==> src/design/avgpd_pkg.sv <==
package avgpd_pkg;

  localparam int DATA_W                = 64;
  localparam int ELEM_SIZE_W           = 2;
  localparam int ROW_WIDTH_W           = 13;
  localparam int CFG_INDEX_W           = 1;
  localparam int DEFAULT_MAX_ROW_WIDTH = 4096;

  typedef enum logic [CFG_INDEX_W-1:0] {
    REG_ELEMENT_SIZE = 1'b0,
    REG_ROW_WIDTH    = 1'b1
  } reg_index_t;

  typedef enum logic [ELEM_SIZE_W-1:0] {
    ES_8  = 2'd0,
    ES_16 = 2'd1,
    ES_32 = 2'd2,
    ES_64 = 2'd3
  } elem_size_t;

  // per-element position flags handed from the column tracker to the datapath
  typedef struct packed {
    logic use_n;
    logic use_w;
    logic store;
  } pos_t;

  function automatic logic [DATA_W-1:0] width_mask(input logic [ELEM_SIZE_W-1:0] es);
    logic [DATA_W-1:0] m;
    case (elem_size_t'(es))
      ES_8:    m = 64'h0000_0000_0000_00FF;
      ES_16:   m = 64'h0000_0000_0000_FFFF;
      ES_32:   m = 64'h0000_0000_FFFF_FFFF;
      ES_64:   m = 64'hFFFF_FFFF_FFFF_FFFF;
      default: m = 64'hFFFF_FFFF_FFFF_FFFF;
    endcase
    return m;
  endfunction

endpackage

==> src/design/avgpd_dp.sv <==
module avgpd_dp
  import avgpd_pkg::*;
#(
  parameter int AW = 12
) (
  input  logic                   clk,
  input  logic                   rst,
  input  logic                   in_valid,
  output logic                   in_stall,
  input  logic [DATA_W-1:0]      residual,
  input  pos_t                   pos,
  input  logic [AW-1:0]          rd_addr,
  input  logic [ELEM_SIZE_W-1:0] element_size,
  input  logic [DATA_W-1:0]      ram_rd_data,
  output logic                   wr_en,
  output logic [AW-1:0]          wr_addr,
  output logic [DATA_W-1:0]      wr_data,
  output logic                   out_valid,
  input  logic                   out_stall,
  output logic [DATA_W-1:0]      pixel_value
);

  logic              s1_valid;
  logic [DATA_W-1:0] s1_res;
  pos_t              s1_pos;
  logic [AW-1:0]     s1_addr;
  logic              byp_hit;
  logic [DATA_W-1:0] byp_data;
  logic [DATA_W-1:0] west;

  logic              accept;
  logic              s1_adv;
  logic [DATA_W-1:0] mask;
  logic [DATA_W-1:0] nv;
  logic [DATA_W-1:0] wv;
  logic [DATA_W-1:0] pred;
  logic [DATA_W-1:0] pix;

  assign in_stall = s1_valid && out_valid && out_stall;
  assign accept   = in_valid && !in_stall;
  assign s1_adv   = s1_valid && (!out_valid || !out_stall);

  always_comb begin
    mask = width_mask(element_size);
    // north comes from the word written on the same edge as the read, if any
    nv   = s1_pos.use_n ? ((byp_hit ? byp_data : ram_rd_data) & mask) : '0;
    wv   = s1_pos.use_w ? (west & mask) : '0;
    pred = ((wv >> 1) + (nv >> 1) + DATA_W'(wv[0] & nv[0])) & mask;
    pix  = ((s1_res & mask) + pred) & mask;
  end

  assign wr_en   = s1_adv && s1_pos.store;
  assign wr_addr = s1_addr;
  assign wr_data = pix;

  always_ff @(posedge clk) begin
    if (rst) begin
      s1_valid  <= 1'b0;
      out_valid <= 1'b0;
      byp_hit   <= 1'b0;
      west      <= '0;
    end else begin
      if (accept) begin
        s1_valid <= 1'b1;
        byp_hit  <= wr_en && (wr_addr == rd_addr);
      end else if (s1_adv) begin
        s1_valid <= 1'b0;
      end
      if (s1_adv) begin
        west      <= pix;
        out_valid <= 1'b1;
      end else if (!out_stall) begin
        out_valid <= 1'b0;
      end
    end
  end

  always_ff @(posedge clk) begin
    if (accept) begin
      s1_res   <= residual;
      s1_pos   <= pos;
      s1_addr  <= rd_addr;
      byp_data <= pix;
    end
    if (s1_adv) begin
      pixel_value <= pix;
    end
  end

  a_upper_zero: assert property (@(posedge clk) disable iff (rst)
    out_valid |-> (pixel_value & ~width_mask(element_size)) == '0)
    else $error("word has bits above element width");

  a_stall_only_full: assert property (@(posedge clk) disable iff (rst)
    in_stall |-> s1_valid && out_valid)
    else $error("input stalled with room in pipeline");

  a_advance: assert property (@(posedge clk) disable iff (rst)
    s1_adv |=> out_valid && pixel_value == $past(pix))
    else $error("result not registered");

  a_bypass: assert property (@(posedge clk) disable iff (rst)
    accept && wr_en && wr_addr == rd_addr |=> byp_hit && s1_valid)
    else $error("same-address write not forwarded");

endmodule

==> config.mk <==
export PLATFORM = sky130hd
export DESIGN_NAME = avgpd_dp
export DESIGN_NICKNAME = d
export VERILOG_FILES = /design/src/design/avgpd_pkg.sv /design/src/design/avgpd_dp.sv
export SDC_FILE = /design/constraint.sdc
export NUM_CORES = 1
export LEC_CHECK = 0
export BUFFER_PORTS_ARGS = -buffer_cell sky130_fd_sc_hd__buf_2
export CAP_MARGIN = 40
export CORE_MARGIN = 5
export CORE_UTILIZATION = 50
export CTS_BUF_LIST = sky130_fd_sc_hd__clkbuf_2 sky130_fd_sc_hd__clkbuf_4 sky130_fd_sc_hd__clkbuf_8
export DETAILED_ROUTE_END_ITERATION = 10
export GPL_ROUTABILITY_DRIVEN = 0
export PLACE_DENSITY = 0.72
export REMOVE_ABC_BUFFERS = 1
export SYNTH_ARGS = -nofsm -noshare
export SYNTH_HDL_FRONTEND = slang
export SYNTH_SLANG_ARGS = --single-unit
export TNS_END_PERCENT = 5
==> constraint.sdc <==
create_clock -name clk -period 7.11 [get_ports clk]
set_input_delay 0.711 -clock clk [delete_from_list [all_inputs] [get_ports clk]]
set_output_delay 0.711 -clock clk [all_outputs]
set_load 0.005 [all_outputs]
==> results.json <==
{
  "portBuffers": 291,
  "cts.path.max_buffers": 3,
  "worstSetupEndpoint": "wr_data[53]",
  "yosysUniqueCellTypes": 71,
  "path_delay_family": "compound AO/OA/AOI/OAI gates",
  "clk_pin_slew_ps": 60,
  "pre_cts_slack_ps": -195,
  "synth_edf_count": 207,
  "totalWireLength_mm": 60.1,
  "cts_sinks": 274,
  "crit_cells": 25,
  "tightestPinTransition_ps": 687,
  "rsz0062_at_grt": "true",
  "ios": 292,
  "worstPathArrival_ps": 6450,
  "area_growth_pct": 29.3,
  "worstReg2RegEnd": "byp_data[53]$_DFFE_PP_",
  "antenna_found_initial": 8,
  "p_leak_nw": 10.5,
  "initial_utilization": 0.503,
  "end_kind": "primary output",
  "ys_seq_area_frac": 0.412,
  "grt_pass1_vias": 17200,
  "setup_violations": 5,
  "status": "finished with violations",
  "worstSetupStartpointType": "register",
  "synth_top_flop_cell": "edfxtp_1",
  "cts_buffers": 48,
  "hold_class": "input port to register",
  "ys_warn_count": 0,
  "critPathBufInv": 3,
  "drv_cap": 0,
  "drt-wirelength-per-cell_um": 20.2,
  "first_pass_iters": 6,
  "setup_ws_ps": -48.1,
  "ir_worst_vdd_mv": 0.161,
  "synth_compound_area_frac": 0.177,
  "h-tree-depth": 2,
  "synth_top_family_by_area": "simple AND/OR/NAND/NOR gates",
  "min_period_ps": 7160,
  "path_max_fanout": 7,
  "cp-startpoint": "byp_hit$_SDFFE_PP0P_",
  "post-dp-hpwl_mm": 44.2,
  "cts_tree": "built",
  "power_density_nw_per_um2": 168,
  "slew_violations": 0,
  "drt_iter0_drc": 1553,
  "setup_tns_ps": -153,
  "critical_path_class": "register to primary output",
  "total_power_mw": 3.98,
  "synth-simple-area-share": 0.197,
  "timing.fmax_mhz": 140,
  "via_per_inst": 5.91,
  "skew_ps": 21.4,
  "synth.avg_cell_area_um2": 9.14,
  "relSlewSlack": 0.542,
  "grt_pass1_wl_mm": 92.1,
  "synth-async-reset-ratio": 0,
  "clkLatencyLatePin_ps": 630,
  "rr_worst_depth": 25,
  "worstPathRequired_ps": 6400,
  "die-area_um2": 40600,
  "cts_hold_buf": 0,
  "post-route-drc-count": 0,
  "cts-root-buf": "clkbuf_8",
  "hp-start": "residual[18]",
  "ff2ff_setup_slack_ps": 1040,
  "synth.area.mux_share": 0.0356,
  "register_area_um2": 7560,
  "rows": 70,
  "synth_adder_area_share": 0.0886,
  "synthCells": 2006,
  "grtUsageTotal": 0.280,
  "synth_seq_cells": 274,
  "fillCellCount": 3010,
  "synth-xor-area-share": 0.0583,
  "num_vias": 17600,
  "violations": "negative setup slack",
  "cp_slowest_cell": "ha_1",
  "grt_start_max_net_pins": 74,
  "finalCritPeriodShare": 1.01,
  "multiInputGateArea_um2": 10900,
  "grt_overflow": 0,
  "max_stage_delay_ps": 430,
  "dieHeight_um": 202,
  "ant_nets": 0,
  "core_um2": 36400,
  "syn-cell-area_um2": 18300,
  "worstReg2RegStart": "byp_hit$_SDFFE_PP0P_",
  "hold_violations": 0,
  "drive_gt1_frac": 0.306,
  "nets": 2743,
  "die_x_um": 202
}
through the flow:
step / util / std cells / cell area [µm²] / hold WS [ps]
floorplan: - / 1895 / 17900 / 417
CTS: 0.636 / 2958 / 23200 / 219
finish: 0.651 / 2980 / 23700 / 260
global placement: 0.590 / 2850 / 21500 / 428
detailed placement: 0.592 / 2853 / 21600 / 436
global route: 0.651 / 2980 / 23700 / 233
synth_stat cells (8+ instances only):
cell | n | area, µm²
ha_1 | 125 | 1560
o21ai_0 | 98 | 490
edfxtp_1 | 207 | 6220
nand2_1 | 217 | 815
nor2b_1 | 17 | 106
nor3_1 | 21 | 105
o21a_1 | 11 | 82.6
xor2_1 | 47 | 412
o21bai_1 | 28 | 210
dfxtp_1 | 67 | 1340
a21boi_0 | 8 | 60.1
nor2_1 | 207 | 777
o211ai_1 | 11 | 82.6
xnor2_1 | 75 | 657
or3_1 | 10 | 62.6
mux2i_1 | 63 | 631
a21o_1 | 64 | 480
inv_1 | 38 | 143
a311oi_1 | 8 | 70.1
and2_1 | 67 | 419
nand3_1 | 30 | 150
o31ai_1 | 14 | 105
nand4_1 | 32 | 200
a31oi_1 | 13 | 81.3
and3_1 | 111 | 694
clkbuf_1 | 100 | 375
nor4_1 | 8 | 50.1
o21ai_1 | 14 | 70.1
a211oi_1 | 13 | 97.6
a21oi_1 | 189 | 946
how the worst min path moves through the flow:
| stage | to | slack, ps | depth (start not counted) |
|---|---|---|---|
| floorplan | west[50]$_SDFFE_PP0P_ | 420 | 2 |
| global placement | west[51]$_SDFFE_PP0P_ | 430 | 2 |
| detailed placement | west[34]$_SDFFE_PP0P_ | 440 | 2 |
| CTS | s1_res[50]$_DFFE_PP_ | 220 | 1 |
| global route | s1_res[7]$_DFFE_PP_ | 230 | 1 |
| finish | s1_res[18]$_DFFE_PP_ | 260 | 1 |
flip-flops by register name, summed over array words and instances, names as in the netlist:
name / flops
byp_data: 64
pixel_value: 64
s1_res: 64
west: 64
wr_addr: 12
s1_pos: 3
byp_hit: 1
out_valid: 1
s1_valid: 1
what timing repair did:
action | 4_1_cts | 5_1_grt
cloned | 5 | 1
endpoints found under the setup margin | 31 | 34
resized for setup | 77 | 107
pin swaps | 36 | 58
setup buffers | 11 | 14
layout make-up:
class,instances,share of cell area
multi-input cells,1582,0.461
flip-flops and latches,274,0.319
repair buffers,521,0.147
clock buffers,64,0.0335
well taps,468,0.0247
clock inverters,25,0.00744
inverters,39,0.00649
diodes,7,0.000739
power breakdown:
group | leakage, nW | total, mW | switching, mW | internal (mW)
Combinational | 7.39 | 0.639 | 0.377 | 0.262
Clock | 0.512 | 1.48 | 0.676 | 0.804
Sequential | 2.56 | 1.86 | 0.0296 | 1.83
Total | 10.5 | 3.98 | 1.08 | 2.90
routing by layer:
metal  global-route usage  wire [µm]  part of all wire  up-vias
li1                     -          -                 -     8238
met1                0.371      24900              0.41     8347
met2                0.455      28100              0.47      883
met3               0.0546       5010             0.083      156
met4                0.109       2090             0.035        2
met5                    0         12           0.00020        -
placed cells by master, fill, tap and decap left out, types with 8 or more instances in the layout:
cell type / instances
buf_2: 291
dfxtp_1: 66
o21ai_0: 82
a21oi_1: 169
a31oi_1: 11
clkinv_2: 11
o21ai_1: 16
o21ai_2: 13
inv_1: 35
nand3_1: 29
o31ai_1: 8
buf_4: 214
edfxtp_1: 207
nor2b_1: 17
o21a_1: 11
a211oi_2: 9
xor2_1: 43
clkbuf_4: 14
or3_1: 9
nor2_1: 190
clkbuf_8: 50
and3_1: 105
a21o_1: 64
nor3_1: 12
ha_1: 118
nor2_2: 17
and2_1: 65
xnor2_1: 71
nand2_1: 212
nand4_1: 32
o211ai_1: 11
a21oi_2: 20
clkinv_1: 8
o21bai_1: 26
mux2i_1: 57
worst register-to-register path, stage by stage, from the launching register on:
cell,delay (ps)
dfxtp_4,420
bufbuf_16,320
mux2i_2,240
nor2_1,80
ha_1,290
and3_1,200
and3_1,190
a211o_4,370
a221o_1,380
nand2_2,140
o21bai_2,110
buf_4,160
xor2_1,130
and2_1,160
ha_1,430
nand4_1,190
nor4_2,300
a22oi_1,170
a311oi_2,320
o21ai_1,150
a211oi_2,360
o22ai_2,150
o21ai_2,190
xnor2_2,150
nor2_1,90
buf_4,150
kinds of logic (layout without fill, tap and decap cells):
kind of cell / Yosys count / count (layout)
and+or+nand+nor: 750 / 750
DFF: 274 / 274
muxes: 65 / 65
AOI/OAI and AO/OA: 517 / 517
xor gates and xnor gates: 122 / 122
other: 0 / 7
adders and majority gates: 128 / 128
buffers and inverters: 150 / 649
(Power assumes the default switching activity.)
