### config.mk
export PLATFORM = sky130hd
export DESIGN_NAME = avgpd_ctrl
export DESIGN_NICKNAME = d
export VERILOG_FILES = /design/src/design/avgpd_pkg.sv /design/src/design/avgpd_ctrl.sv
export SDC_FILE = /design/constraint.sdc
export NUM_CORES = 1
export LEC_CHECK = 0
export BUFFER_PORTS_ARGS = -buffer_cell sky130_fd_sc_hd__buf_2
export CORE_MARGIN = 5
export CORE_UTILIZATION = 29
export CTS_BUF_LIST = sky130_fd_sc_hd__clkbuf_2
export DETAILED_ROUTE_END_ITERATION = 8
export GPL_ROUTABILITY_DRIVEN = 0
export PLACE_DENSITY = 0.57
export SYNTH_ARGS = -nofsm -noshare
export SYNTH_HDL_FRONTEND = slang
export SYNTH_SLANG_ARGS = --single-unit
### constraint.sdc
create_clock -name clk -period 3.5 [get_ports clk]
set_input_delay 0.7 -clock clk [delete_from_list [all_inputs] [get_ports clk]]
set_output_delay 0.7 -clock clk [all_outputs]
set_load 0.1 [all_outputs]
### src/design/avgpd_pkg.sv
package avgpd_pkg;

  localparam int DATA_W                = 64;
  localparam int ELEM_SIZE_W           = 2;
  localparam int ROW_WIDTH_W           = 13;
  localparam int CFG_INDEX_W           = 1;
  localparam int DEFAULT_MAX_ROW_WIDTH = 4096;

  typedef enum logic [CFG_INDEX_W-1:0] {
    REG_ELEMENT_SIZE = 1'b0,
    REG_ROW_WIDTH    = 1'b1
  } reg_index_t;

  typedef enum logic [ELEM_SIZE_W-1:0] {
    ES_8  = 2'd0,
    ES_16 = 2'd1,
    ES_32 = 2'd2,
    ES_64 = 2'd3
  } elem_size_t;

  // per-element position flags handed from the column tracker to the datapath
  typedef struct packed {
    logic use_n;
    logic use_w;
    logic store;
  } pos_t;

  function automatic logic [DATA_W-1:0] width_mask(input logic [ELEM_SIZE_W-1:0] es);
    logic [DATA_W-1:0] m;
    case (elem_size_t'(es))
      ES_8:    m = 64'h0000_0000_0000_00FF;
      ES_16:   m = 64'h0000_0000_0000_FFFF;
      ES_32:   m = 64'h0000_0000_FFFF_FFFF;
      ES_64:   m = 64'hFFFF_FFFF_FFFF_FFFF;
      default: m = 64'hFFFF_FFFF_FFFF_FFFF;
    endcase
    return m;
  endfunction

endpackage

### src/design/avgpd_ctrl.sv
module avgpd_ctrl
  import avgpd_pkg::*;
#(
  parameter int MAX_ROW_WIDTH = DEFAULT_MAX_ROW_WIDTH,
  localparam int AW   = (MAX_ROW_WIDTH > 1) ? $clog2(MAX_ROW_WIDTH) : 1,
  localparam int CW   = $clog2(MAX_ROW_WIDTH + 1),
  localparam int CMPW = ((CW > ROW_WIDTH_W) ? CW : ROW_WIDTH_W) + 1
) (
  input  logic                   clk,
  input  logic                   rst,
  input  logic                   cfg_valid,
  input  logic [CFG_INDEX_W-1:0] cfg_index,
  input  logic [ROW_WIDTH_W-1:0] cfg_data,
  input  logic                   accept,
  input  logic                   frame_start,
  output logic [ELEM_SIZE_W-1:0] element_size,
  output logic [AW-1:0]          rd_addr,
  output pos_t                   pos
);

  logic [ROW_WIDTH_W-1:0] row_width;
  logic [CW-1:0]          col;
  logic                   first_row;

  logic [CW-1:0]   col_eff;
  logic            first_eff;
  logic [CMPW-1:0] row_ext;
  logic [CMPW-1:0] max_ext;
  logic [CMPW-1:0] w_eff;
  logic [CMPW-1:0] col_ext;
  logic [CMPW-1:0] col_inc;
  logic            in_range;
  logic [CW-1:0]   col_next;
  logic            first_row_next;

  always_comb begin
    col_eff   = frame_start ? '0 : col;
    first_eff = frame_start | first_row;
    row_ext   = CMPW'(row_width);
    max_ext   = CMPW'(MAX_ROW_WIDTH);
    w_eff     = (row_ext > max_ext) ? max_ext : row_ext;
    col_ext   = CMPW'(col_eff);
    col_inc   = col_ext + CMPW'(1);
    in_range  = col_ext < max_ext;

    pos.use_n = !first_eff && in_range;
    pos.use_w = col_eff != '0;
    pos.store = (w_eff != '0) && in_range;
    rd_addr   = col_eff[AW-1:0];

    if (w_eff == '0) begin
      col_next       = CW'(1);
      first_row_next = first_eff;
    end else if (col_inc >= w_eff) begin
      col_next       = '0;
      first_row_next = 1'b0;
    end else begin
      col_next       = col_inc[CW-1:0];
      first_row_next = first_eff;
    end
  end

  always_ff @(posedge clk) begin
    if (rst) begin
      element_size <= '0;
      row_width    <= '0;
      col          <= '0;
      first_row    <= 1'b1;
    end else begin
      if (cfg_valid) begin
        case (reg_index_t'(cfg_index))
          REG_ELEMENT_SIZE: element_size <= cfg_data[ELEM_SIZE_W-1:0];
          REG_ROW_WIDTH:    row_width    <= cfg_data;
          default:          ;
        endcase
      end
      if (accept) begin
        col       <= col_next;
        first_row <= first_row_next;
      end
    end
  end

  a_col_bounded: assert property (@(posedge clk) disable iff (rst)
    CMPW'(col) <= CMPW'(MAX_ROW_WIDTH) || MAX_ROW_WIDTH == 1)
    else $error("column beyond row capacity");

  a_row_wrap: assert property (@(posedge clk) disable iff (rst)
    accept && w_eff != '0 && col_inc >= w_eff |=> col == '0 && !first_row)
    else $error("row end did not wrap column");

  a_frame_restart: assert property (@(posedge clk) disable iff (rst)
    accept && frame_start |-> !pos.use_n && !pos.use_w)
    else $error("frame start used neighbor values");

endmodule

==> results of run 1 <==
[layout make-up]
| cell class | instances | area [µm²] |
|---|---|---|
| flip-flops and latches | 29 | 581 |
| repair buffers | 39 | 205 |
| fillers | 648 | 3830 |
| multi-input cells | 172 | 1190 |
| clock inverters | 1 | 3.75 |
| clock buffers | 6 | 30.0 |
| inverters | 7 | 30.0 |
| well taps | 75 | 93.8 |
[worst max-delay path, stage by stage]
cell,delay [ns]
buf_2,0.17
nand2b_4,0.17
clkinvlp_4,0.11
ha_4,0.15
nand3_2,0.09
nor4_1,0.36
mux2i_1,0.30
ha_1,0.29
nand3_1,0.11
o22ai_1,0.09
a21oi_1,0.20
nor4b_4,0.22
buf_4,0.23
a32o_1,0.19
[synth_stat cells, types with 2 or more instances]
cell type and n:
a21o_1 3, a21oi_1 18, a32o_1 12, buf_1 2
clkbuf_1 7, dfxtp_1 29, ha_1 15, inv_1 7
mux2i_1 3, nand2_1 46, nand2b_1 6, nand3_1 9
nor2_1 11, nor2b_1 11, nor3_1 2, nor4_1 7
o21ai_0 3, or2_2 2, xnor2_1 6, xor2_1 4
[flip-flops by register name, indices dropped and copies added (netlist names)]
signal / cells
first_row: 1
col: 13
row_width: 13
element_size: 2
[power by group]
part	internal [mW]	total, mW	switching, mW
Clock	0.0466	0.152	0.106
Combinational	0.0537	0.180	0.126
Sequential	0.342	0.354	0.0114
[worst max path at each step]
stage / to / slack (ns) / cells after the start / from
after floorplan: col[6] / -0.18 / 16 / frame_start
after global placement: col[4] / 0.11 / 14 / frame_start
after detailed placement: col[4] / 0.03 / 14 / frame_start
after CTS: col[4] / 0.42 / 14 / frame_start
after global routing: col[4] / 0.20 / 14 / frame_start
final: col[4] / 0.40 / 14 / frame_start
[metrics by stage]
stage / std cells / total power, mW / instance area [µm²] / hold slack [ns] / setup WS, ns
finish: 329 / 0.686 / 2130 / 0.484 / 0.401
global route: 329 / 0.727 / 2130 / 0.514 / 0.200
CTS: 329 / 0.695 / 2130 / 0.485 / 0.421
detailed placement: 322 / 0.542 / 2100 / 0.467 / 0.0268
global placement: 322 / 0.540 / 2100 / 0.463 / 0.107
floorplan: 219 / 0.511 / 1890 / 0.449 / -0.179
[per-layer routing]
metal	part of all wire [%]	GRT usage, %	up-vias	wire length (µm)
met5	0	0	-	0
met4	1.5	4.95	0	69
met3	4.8	2.79	8	217
met2	41	17.2	31	1850
met1	52	16.9	717	2350
li1	-	-	845	-
[logic make-up after synthesis]
family | after synthesis
and+or+nand+nor | 101
DFF | 29
adders and majority gates | 15
buffers and inverters | 18
AOI/OAI and AO/OA | 43
muxes | 3
xor gates and xnor gates | 10
==> flow_metrics.env, run 1 <==
export IMPL_leakagePower_nw=0.917
export IMPL_yosys_warnings=0
export IMPL_initial_utilization_pct=29.9
export IMPL_regToRegEndpoint="col[4]"
export IMPL_period_share_pct=88.5
export IMPL_seq_area_frac_synth_pct=32.6
export IMPL_drv_slew=0
export IMPL_cts_repair_resized=0
export IMPL_area_delta_synth_final_pct=19.5
export IMPL_whs_path_depth=2
export IMPL_finalSetupViolations=0
export IMPL_status="finished clean"
export IMPL_final_cell_mix="nand2_1 (46), buf_2 (35), dfxtp_1 (29)"
export IMPL_gr_total_overflow=0
export IMPL_final_min_clock_period_ns=3.10
export IMPL_synth_distinct_cells=36
export IMPL_reg2reg_slack_ns=0.60
export IMPL_path_clk_slew_ns=0.14
export IMPL_max_cap_violations=0
export IMPL_worstPathMaxFanout=12
export IMPL_relSlewSlack_pct=43.0
export IMPL_synth_area_top_cells="dfxtp_1 (33%), ha_1 (11%), nand2_1 (9.7%), a32o_1 (6.7%), a21oi_1 (5.1%)"
export IMPL_die_w_um=88.4
export IMPL_reg2reg_from="col[0]"
export IMPL_insertion_delay_ns=0.35
export IMPL_synthAdderAreaFrac_pct=10.5
export IMPL_die_area_mm2=0.00781
export IMPL_cts_htree_levels=2
export IMPL_hpwl_um=3550
export IMPL_drtPass1Iterations=4
export IMPL_holdCritPathClass="reg2reg"
export IMPL_synth_edf_count=0
export IMPL_cp_start_kind="input pin"
export IMPL_drcViolationCount=0
export IMPL_portBuffers=35
export IMPL_nNetsFinal=288
export IMPL_syn_inst=219
export IMPL_worst_slew_pin_slew_ns=0.851
export IMPL_routed_wl_um=4490
export IMPL_rsz0062_at_grt="false"
export IMPL_core_area_mm2=0.00596
export IMPL_synth_top_cell_by_area="dfxtp_1"
export IMPL_path_class="in2reg"
export IMPL_skew_ns=0.00534
export IMPL_wire_per_inst_um=13.7
export IMPL_powerDensity_mw_per_mm2=322
export IMPL_setup_tns_ns=0
export IMPL_synth_top_family_by_area="simple AND/OR/NAND/NOR gates"
export IMPL_drive_above_1_share_pct=24.4
export IMPL_n_antenna_cell=0
export IMPL_syn_nets=253
export IMPL_crit_arrival_ns=3.39
export IMPL_cts_sinks=29
export IMPL_ant_nets=0
export IMPL_synth_simple_gate_area_share_pct=27.8
export IMPL_drtIter0Drc=63
export IMPL_finish_utilization_pct=35.8
export IMPL_final_hold_viol_count=0
export IMPL_hp_start="row_width[7]"
export IMPL_mappedNetlistArea_mm2=0.00178
export IMPL_ys_async_sr_fraction_pct=0
export IMPL_synth_xor_area_share_pct=4.92
export IMPL_cts_hold_fix_buffers=0
export IMPL_grt_pass1_vias=1460
export IMPL_setup_worst_path_end_class="flop"
export IMPL_viasPerCell=4.87
export IMPL_synth_top_area_share_pct=32.6
export IMPL_post_cts_setup_buffer_count=0
export IMPL_io_pins=36
export IMPL_worst_r2r_cell_count=13
export IMPL_fp_dieH_um=88.4
export IMPL_grt_max_degree=21
export IMPL_grt_pass1_wl_um=7140
export IMPL_synth_flop_cell="dfxtp_1"
export IMPL_cts_tree="done"
export IMPL_root_buffer="clkbuf_2"
export IMPL_vias=1601
export IMPL_cts_buffers=5
export IMPL_ys_ff_latch=29
export IMPL_syn_area_per_cell_um2=8.14
export IMPL_fmax_mhz=323
export IMPL_mostFrequentLayoutCell="nand2_1"
export IMPL_cp_required_ns=3.79
export IMPL_antenna_found_initial=0
export IMPL_ir_drop_mv=0.126
export IMPL_synth_mux_area_share_pct=1.69
export IMPL_cts_buffer_depth=2
export IMPL_core_rowCount=28
export IMPL_grt_usage_pct=11.9
export IMPL_hold_path_end="row_width[7]"
export IMPL_synth_compound_area_share_pct=18.2
Power figures use the tool's default switching activity.
==> inputs of run 2 (changes only) <==
- CORE_ASPECT_RATIO: not set -> 0.8
- RECOVER_POWER: not set -> 50
==> flow_metrics.env, run 2 (same netlist as run 1, synthesis figures left out) <==
export IMPL_crit_arrival_ns=3.46
export IMPL_wire_per_inst_um=13.9
export IMPL_viasPerCell=4.90
export IMPL_die_area_mm2=0.00782
export IMPL_grt_max_degree=21
export IMPL_status="finished clean"
export IMPL_final_min_clock_period_ns=3.16
export IMPL_grt_usage_pct=12.6
export IMPL_placed_area_mm2=0.00210
export IMPL_setup_worst_path_end_class="flop"
export IMPL_path_class="in2reg"
export IMPL_relSlewSlack_pct=20.6
export IMPL_n_antenna_cell=0
export IMPL_finalSetupViolations=0
export IMPL_dp_cells=328
export IMPL_hold_path_end="row_width[6]"
export IMPL_cts_htree_levels=2
export IMPL_post_cts_setup_buffer_count=0
export IMPL_layout_cells_non_filler=336
export IMPL_worst_slew_pin_slew_ns=1.20
export IMPL_ant_nets=0
export IMPL_gr_total_overflow=0
export IMPL_cts_buffer_depth=2
export IMPL_portBuffers=35
export IMPL_max_cap_violations=0
export IMPL_stdcell_area_mm2=0.00213
export IMPL_rsz0062_at_grt="false"
export IMPL_insertion_delay_ns=0.35
export IMPL_drive_above_1_share_pct=20.8
export IMPL_final_hold_viol_count=0
export IMPL_cp_start_kind="input pin"
export IMPL_holdCritPathClass="reg2reg"
export IMPL_initial_utilization_pct=30.0
export IMPL_hpwl_um=3610
export IMPL_whs_path_depth=2
export IMPL_preCtsSetupSlack_ns=0.0382
export IMPL_fp_dieH_um=80.1
export IMPL_p_total_uw=697
export IMPL_root_buffer="clkbuf_2"
export IMPL_drv_slew=0
export IMPL_reg_top3="col x13, row_width x13, element_size x2"
export IMPL_skew_ns=0.0137
export IMPL_critical_path_top_delay_family="simple AND/OR/NAND/NOR gates"
export IMPL_final_cell_mix="nand2_1 (46), dfxtp_1 (29), buf_2 (26)"
export IMPL_cp_num_buf_inv=3
export IMPL_core_area_mm2=0.00594
export IMPL_cts_hold_fix_buffers=0
export IMPL_crit_chain="buf_2, nand2b_4, clkinvlp_4, ha_4, nand3_2, nor4_1, mux2i_1, ha_1, nand3_1, nor2_1, a21oi_1, nor4b_4, buf_4, a32o_1"
export IMPL_core_rowCount=25
export IMPL_finish_utilization_pct=35.8
export IMPL_cts_repair_resized=0
export IMPL_reg2reg_slack_ns=0.50
export IMPL_io_pins=36
export IMPL_drcViolationCount=0
export IMPL_antenna_found_initial=0
export IMPL_mostFrequentLayoutCell="nand2_1"
export IMPL_leakagePower_nw=0.881
export IMPL_path_clk_slew_ns=0.15
export IMPL_die_w_um=97.6
export IMPL_cts_sinks=29
export IMPL_drtIter0Drc=97
export IMPL_cts_buffers=5
export IMPL_powerDensity_mw_per_mm2=328
export IMPL_cts_tree="done"
export IMPL_drtPass1Iterations=4
export IMPL_vias=1648
export IMPL_worstPathMaxFanout=12
export IMPL_ir_drop_mv=0.111
export IMPL_slowest_delay_ns=0.42
export IMPL_cp_required_ns=3.80
export IMPL_grt_pass1_wl_um=8060
export IMPL_setup_tns_ns=0
export IMPL_nNetsFinal=288
export IMPL_slowest_stage="nor4_1"
export IMPL_area_delta_synth_final_pct=19.5
export IMPL_regToRegEndpoint="col[11]"
export IMPL_worst_r2r_cell_count=13
export IMPL_period_share_pct=90.3
export IMPL_routed_wl_um=4690
export IMPL_setup_ws_ns=0.339
export IMPL_grt_pass1_vias=1624
export IMPL_fmax_mhz=316
export IMPL_reg2reg_from="col[0]"
export IMPL_hold_ws_ns=0.486
export IMPL_hp_start="row_width[6]"
run 2: layout make-up:
class / count / area, µm²
fillers: 644 / 3810
multi-input cells: 172 / 1190
flip-flops and latches: 29 / 581
repair buffers: 39 / 194
well taps: 81 / 101
inverters: 7 / 30.0
clock buffers: 5 / 25.0
clock inverters: 3 / 12.5
run 2: per-layer routing:
metal / vias up / track usage [%] / part of all wire, % / wire, µm
li1: 851 / - / - / -
met1: 764 / 18.3 / 55 / 2570
met2: 28 / 18.3 / 41 / 1930
met4: 0 / 3.32 / 0.92 / 43
met3: 5 / 3.13 / 3.1 / 145
met5: - / 0 / 0 / 0
run 2: worst reg2reg max path: cells and delay by family (launching register included):
kind | cells | cell delay [ns]
AND/OR/NAND/NOR | 6 | 1.01
buffers and inverters | 2 | 0.34
multiplexers | 1 | 0.30
adder cells (fa/ha/maj) | 2 | 0.45
flip-flops | 1 | 0.43
AO/OA/AOI/OAI | 2 | 0.43
run 2: how the worst max path moves through the flow:
| stage | end | from | slack [ns] | cells after the start |
|---|---|---|---|---|
| 2_1_floorplan | col[6] | frame_start | -0.18 | 16 |
| 3_3_place_gp | col[1] | frame_start | 0.06 | 14 |
| 3_5_place_dp | col[11] | frame_start | 0.04 | 14 |
| 4_1_cts | col[11] | frame_start | 0.37 | 14 |
| 5_1_grt | col[7] | frame_start | 0.11 | 14 |
| 6_report | col[11] | frame_start | 0.34 | 14 |
run 2: where the power goes:
part / internal (mW) / leakage, nW / switching, mW
clock network: 0.0437 / 0.0278 / 0.119
logic: 0.0526 / 0.617 / 0.129
registers: 0.343 / 0.236 / 0.0110
total: 0.439 / 0.881 / 0.259
